[src/sv/assert_macros.svh]
// Assertion helpers shared by the RTL. Every check is clocked on clk_i
// and held off while rst_ni is low.
`ifndef ASSERT_MACROS_SVH
`define ASSERT_MACROS_SVH

// The property must hold at every clock edge outside reset.
`define TWA_ASSERT(name, prop, msg) \
  name: assert property (@(posedge clk_i) disable iff (!rst_ni) (prop)) else $error(msg);

// The expression must never be true outside reset.
`define TWA_ASSERT_NEVER(name, expr, msg) \
  name: assert property (@(posedge clk_i) disable iff (!rst_ni) !(expr)) else $error(msg);

`endif

[src/sv/twa_pkg.sv]
package twa_pkg;

  // Field widths.
  localparam int VALUE_W   = 32;
  localparam int TIME_W    = 48;
  localparam int WIN_W     = 27;
  localparam int MODE_W    = 2;
  localparam int KIND_W    = 2;
  localparam int STATUS_W  = 2;
  localparam int CFG_IDX_W = 2;

  // Default ring depth.
  localparam int CAPACITY_DEF = 4096;

  // Register reset values.
  localparam logic [WIN_W-1:0]  WINDOW_RST = WIN_W'(60000);
  localparam logic [MODE_W-1:0] MODE_RST   = '0;

  // Register indexes.
  localparam logic [CFG_IDX_W-1:0] REG_WINDOW = 2'd0;
  localparam logic [CFG_IDX_W-1:0] REG_MODE   = 2'd1;

  // Item kinds.
  localparam logic [KIND_W-1:0] KIND_TICK    = 2'd0;
  localparam logic [KIND_W-1:0] KIND_VALID   = 2'd1;
  localparam logic [KIND_W-1:0] KIND_INVALID = 2'd2;

  // Aggregate modes.
  localparam logic [MODE_W-1:0] MODE_AVG = 2'd0;
  localparam logic [MODE_W-1:0] MODE_MIN = 2'd1;
  localparam logic [MODE_W-1:0] MODE_MAX = 2'd2;

  // Result status codes.
  localparam logic [STATUS_W-1:0] STATUS_GOOD     = 2'd0;
  localparam logic [STATUS_W-1:0] STATUS_MISSING  = 2'd1;
  localparam logic [STATUS_W-1:0] STATUS_CAP_EXCD = 2'd2;

  // One input request.
  typedef struct packed {
    logic [KIND_W-1:0]         kind;
    logic [TIME_W-1:0]         sample_time;
    logic signed [VALUE_W-1:0] sample_value;
    logic                      unit_changed;
    logic [TIME_W-1:0]         now_ms;
  } twa_in_t;

  // One result request.
  typedef struct packed {
    logic signed [VALUE_W-1:0] result_value;
    logic [STATUS_W-1:0]       status;
  } twa_out_t;

endpackage

[src/sv/twa_div.sv]
module twa_div import twa_pkg::*; #(
  parameter int SUM_W = 44,
  parameter int CNT_W = 13
) (
  input  logic                      clk_i,
  input  logic                      rst_ni,
  input  logic                      start_i,
  input  logic signed [SUM_W-1:0]   dividend_i,
  input  logic [CNT_W-1:0]          divisor_i,
  output logic                      done_o,
  output logic signed [VALUE_W-1:0] quotient_o
);

  localparam int STEP_W = $clog2(SUM_W + 1);

  logic              busy_q, busy_d;
  logic              done_q, done_d;
  logic [STEP_W-1:0] step_q, step_d;
  logic [SUM_W-1:0]  quo_q, quo_d;
  logic [CNT_W-1:0]  rem_q, rem_d;
  logic [CNT_W-1:0]  dvs_q, dvs_d;
  logic              neg_q, neg_d;
  logic [CNT_W:0]    trial;
  logic              fits;

  // One restoring step: shift in the next dividend bit and try to subtract.
  assign trial = {rem_q, quo_q[SUM_W-1]};
  assign fits  = trial >= {1'b0, dvs_q};

  always_comb begin
    busy_d = busy_q;
    done_d = 1'b0;
    step_d = step_q;
    quo_d  = quo_q;
    rem_d  = rem_q;
    dvs_d  = dvs_q;
    neg_d  = neg_q;
    if (start_i) begin
      busy_d = 1'b1;
      step_d = STEP_W'(SUM_W);
      neg_d  = dividend_i[SUM_W-1];
      quo_d  = dividend_i[SUM_W-1] ? SUM_W'(-dividend_i) : SUM_W'(dividend_i);
      rem_d  = '0;
      dvs_d  = divisor_i;
    end else if (busy_q) begin
      quo_d  = {quo_q[SUM_W-2:0], fits};
      rem_d  = fits ? CNT_W'(trial - {1'b0, dvs_q}) : CNT_W'(trial);
      step_d = step_q - 1'b1;
      if (step_q == STEP_W'(1)) begin
        busy_d = 1'b0;
        done_d = 1'b1;
      end
    end
  end

  // Control state.
  always_ff @(posedge clk_i or negedge rst_ni) begin
    if (!rst_ni) begin
      busy_q <= 1'b0;
      done_q <= 1'b0;
      step_q <= '0;
    end else begin
      busy_q <= busy_d;
      done_q <= done_d;
      step_q <= step_d;
    end
  end

  // Datapath registers.
  always_ff @(posedge clk_i) begin
    quo_q <= quo_d;
    rem_q <= rem_d;
    dvs_q <= dvs_d;
    neg_q <= neg_d;
  end

  // Restore the sign; the magnitude of an average always fits the value width.
  assign done_o     = done_q;
  assign quotient_o = neg_q ? VALUE_W'(-quo_q[VALUE_W-1:0]) : quo_q[VALUE_W-1:0];

endmodule

[config.mk]
export PLATFORM = sky130hd
export DESIGN_NAME = twa_div
export DESIGN_NICKNAME = d
export VERILOG_FILES = /design/src/sv/assert_macros.svh /design/src/sv/twa_pkg.sv /design/src/sv/twa_div.sv
export SDC_FILE = /design/constraint.sdc
export NUM_CORES = 1
export LEC_CHECK = 0
export BUFFER_PORTS_ARGS = -buffer_cell sky130_fd_sc_hd__buf_2
export CAP_MARGIN = 20
export CORE_UTILIZATION = 52
export DETAILED_ROUTE_END_ITERATION = 8
export HOLD_SLACK_MARGIN = 0.08
export PLACE_DENSITY = 0.82
export SKIP_LAST_GASP = 1
export SYNTH_ARGS = -nofsm -noshare
export SYNTH_HDL_FRONTEND = slang
export SYNTH_SLANG_ARGS = --single-unit
[constraint.sdc]
create_clock -name clk_i -period 2.9 [get_ports clk_i]
set_clock_uncertainty 0.2 [all_clocks]
set_input_delay 0.29 -clock clk_i [delete_from_list [all_inputs] [get_ports clk_i]]
set_output_delay 0.29 -clock clk_i [all_outputs]
set_load 0.01 [all_outputs]
# Word-level counts from Yosys, hierarchy flattened
# Index checks and enable logic that the tools add are counted.
# Widths: inputs -> output; s select.
# totals
input_bits	60
ff_bits	79
# classes
add_sub_neg	4
eq_ne	1
reduce_logical	1
mux	13
n_lt_le_gt_ge	1
# ops
op	n
$mux 44	3
$neg 44->44	1
$mux 32	1
$neg 32->32	1
$ge 14x13->1	1
$mux 13	1
$sub 13x13->13	1
$mux 6	2
$eq 6x1->1 const B	1
$mux 1	6
$sub 6x1->6 const B	1
$reduce_bool 2->1	1

# Depth between registers and ports, before layout
# logic_depth
depth_word	4
ltp_mapped	12

# Worst setup path after synthesis
# No wires, ideal clock.
# synth_timing
path_type	register to output
startpoint	register quo_q[10]
endpoint	output quotient_o[20]
arrival_time_ns	2.207
required_ns	2.410
setup_slack_ns	0.203
stages_incl_launch_ff	6
path_cell_list	edfxtp_1 or4_4 or4_4 or2_2 o41ai_2 xnor2_1
# synth_via
elab_chain_len	2
# synth_rtl
item	line_no	text
start, declared	twa_div.sv:19	logic [SUM_W-1:0] quo_q, quo_d;
start signal, assigned	twa_div.sv:71	quo_q <= quo_d;
$neg 32->32	twa_div.sv:79	assign quotient_o = neg_q ? VALUE_W'(-quo_q[VALUE_W-1:0]) : quo_q[VALUE_W-1:0];
$mux 32	twa_div.sv:79	
end, declared	twa_div.sv:11	output logic signed [VALUE_W-1:0] quotient_o
# Every way passes these cells.

# Final worst setup path
# layout_timing
startpoint	register quo_q[10]
endpoint	output quotient_o[30]
# The elaborated chain is that of the path after synthesis.

==> impl_metrics.tcl <==
set metrics [dict create \
    status "finished with violations" \
    violations "setup timing" \
    crit_chain "or4_4 -> or4_4 -> nor2_2 -> nand2_1 -> o31ai_1 -> xnor2_1 -> buf_2" \
    initial_core_util_pct 54.7 \
    syn-instance-count 586 \
    period_minus_slack_ns 3.15 \
    detailed_place_hpwl_um 9350 \
    drive_gt1_share_pct 22.9 \
    path_clk_slew_ns 0.08 \
    critical-path-top-delay-family "simple AND/OR/NAND/NOR gates" \
    gp_congestion 0.884 \
    finalSetupViolCount 18 \
    port_buffers 92 \
    async_flop_share_pct 10.1 \
    top_layer "met4" \
    netlist_area_sq_um 5440 \
    drtIter0Drc 286 \
    die_h_um 104 \
    setup_ws_ns -0.252 \
    wl_per_cell_um 15.6 \
    slew_headroom_pct 23.0 \
    critPathMostFrequentCell "or4_4" \
    worstPathArrival_ns 2.66 \
    critPathKind "reg -> out" \
    clockBufferDepth 2 \
    core_sq_um 9950 \
    synth_top_flop_cell "edfxtp_1" \
    drcViolationCount 0 \
    maxCapViolations 0 \
    leakage_nw 2.62 \
    yosysUniqueCellTypes 57 \
    grt_overflow_total 0 \
    clk_latency_ns 0.35 \
    rsz0062_at_grt "yes" \
    end_kind "output pin" \
    fp.dieArea_sq_um 10900 \
    io-pin-count 93 \
    grt_pass1_vias 4622 \
    antenna_found_initial 0 \
    root_buffer "clkbuf_8" \
    syn_to_final_growth_pct 21.0 \
    final_antenna_net_count 0 \
    fin_area_sq_um 6590 \
    yosys_register_bits 79 \
    final_nets 779 \
    grt_pass1_wl_um 21700 \
    htreeDepth 3 \
    wl_met1_um 5740 \
    synth_edf_count 58 \
    min_period_over_period_pct 109 \
    wirelength_um 13100 \
    crit_buf_inv 1 \
    rr_worst_depth 11 \
    fmax_mhz 317 \
    drt-pass1-iter-count 4 \
    fin_tns_setup_ns -2.48 \
    crit_path_max_fanout 4 \
    row_count 36 \
    clock_sinks 79 \
    cp-start-kind "flop" \
    hold_class "in -> async" \
    total_power_mw 2.97 \
    cts_made_buffers 9 \
    placed_area_sq_um 6140 \
    wl_met2_um 6360 \
    track_usage_pct 24.3 \
    syn_avg_cell_area_sq_um 9.29 \
    ir_worst_vdd_v 0.000216 \
    grt_max_degree 58 \
    slowest_stage "or4_4" \
    die_w_um 104 \
    vias_per_cell 5.80 \
    critical_path_depth 7 \
    n_antenna_cell 0 \
    yosys_warnings 0 \
    power_density_nw_per_um2 451 \
    critPathMaxStageDelay_ns 0.55 \
    worst_slew_pin_slew_ns 1.15 \
    wl_met3_um 754 \
    slew_viol_final 0 \
    timing.hold.ws_ns 0.0982 \
    post-route-util_pct 66.2 \
    cp.required_ns 2.41 \
    yosysSeqAreaShare_pct 40.5 \
    routed-via-count 4864 \
    synth_nets 664 \
    finalHoldViolations 0 \
    cts_tree "done" \
]
state kept, by name (all words and copies together), names as in the netlist:
| name | cells |
|---|---|
| quo_q | 44 |
| dvs_q | 13 |
| rem_q | 13 |
| step_q | 6 |
| busy_q | 1 |
| done_o | 1 |
| neg_q | 1 |
cell usage after synthesis, drive strengths merged, types with 2 or more instances:
cell type	instances	area, sq um
ha	17	213
nor3	9	45.0
xor2	45	394
or3	6	37.5
o21a	3	22.5
or2	4	25.0
nand3b	2	15.0
nand4	6	67.6
a21oi	57	285
o21bai	2	15.0
clkbuf	22	82.6
nand2	37	139
nor4	5	61.3
nor2b	4	25.0
inv	25	93.8
dfrtp	8	200
o21ai	38	190
o31ai	21	158
nor4b	2	17.5
nand3	10	50.1
o31a	2	17.5
xnor2	38	333
buf	6	28.8
mux2i	8	80.1
nand2b	8	50.1
nor3b	2	15.0
edfxtp	58	1740
or4	9	78.8
a21o	4	30.0
o41ai	12	143
a211oi	9	67.6
dfxtp	13	260
mux2	2	22.5
nor2	74	278
o211ai	2	15.0
power by group:
| part | total (mW) | leakage (nW) | switching (mW) | internal (mW) |
|---|---|---|---|---|
| Combinational | 0.717 | 1.74 | 0.385 | 0.332 |
| Sequential | 1.44 | 0.783 | 0.102 | 1.33 |
| Clock | 0.818 | 0.0982 | 0.399 | 0.419 |
repair_timing:
item	4_1_cts	5_1_grt
hold buffers	14	0
pin swaps	7	2
endpoints found under the hold margin	21	0
endpoints found under the setup margin	18	27
gates resized for setup	15	6
buffers inserted	1	1
cloned	0	0
cells in the final DEF (no fill, tap or decap), types with 9 or more instances in the layout:
cell,instances
nor2_1,72
dlygate4sd3_1,14
edfxtp_1,58
buf_4,27
clkbuf_8,9
o21ai_0,34
nor3_1,9
xor2_1,45
nand3_1,10
inv_1,25
dfxtp_1,13
o31ai_1,18
buf_2,91
nand2_1,36
xnor2_1,38
a211oi_1,9
ha_1,17
a21oi_1,56
kinds of logic after synthesis:
group / synth area share, %
buffers and inverters: 3.77
adder cells (fa/ha/maj): 4.28
AND/OR/NAND/NOR: 17.4
multiplexers: 1.89
XOR/XNOR: 13.4
AO/OA/AOI/OAI: 18.9
flip-flops: 40.5
layer usage:
metal	up-vias	track usage, %
met4	0	9.18
met3	22	3.01
met5	-	0
li1	2357	-
met2	183	40.8
met1	2302	32.1
worst reg2reg max path, stage by stage (launching register included):
cell and delay (ns):
edfxtp_1 0.37, inv_1 0.08, ha_1 0.17, inv_1 0.05
fa_1 0.43, a21o_1 0.18, a21o_1 0.18, a21oi_2 0.18
a32oi_2 0.19, buf_4 0.22, mux2i_1 0.12, a211oi_1 0.26
path summary, 6_finish.rpt:
kind / startpoint / to / slack (ns)
setup / recovery: quo_q[10] / quotient_o[30] / -0.25
hold / removal: rst_ni / step_q[2] / 0.1
setup reg to reg: quo_q[43] / rem_q[4] / 0.18
hold reg to reg: rem_q[6] / rem_q[6] / 0.31
max in group asynchronous: rst_ni / busy_q / 2.22
min in group clk_i: start_i / rem_q[6] / 0.14
through the flow:
stage / setup slack [ns] / cells
4_1_cts: -0.230 / 838
3_5_place_dp: 0.0600 / 807
2_1_floorplan: 0.203 / 586
6_report: -0.252 / 839
3_3_place_gp: 0.106 / 807
5_1_grt: -0.410 / 839
area by class of cell:
cell class                 instances  area (sq um)
multi-input combinational        454          3130
clock buffer                      15           189
fill                             793          3370
tap                              133           166
timing repair buffer             132           798
clock inverter                     1          8.76
inverter                          25          93.8
sequential                        79          2200
Note: power is estimated with default switching activity, not from simulation.
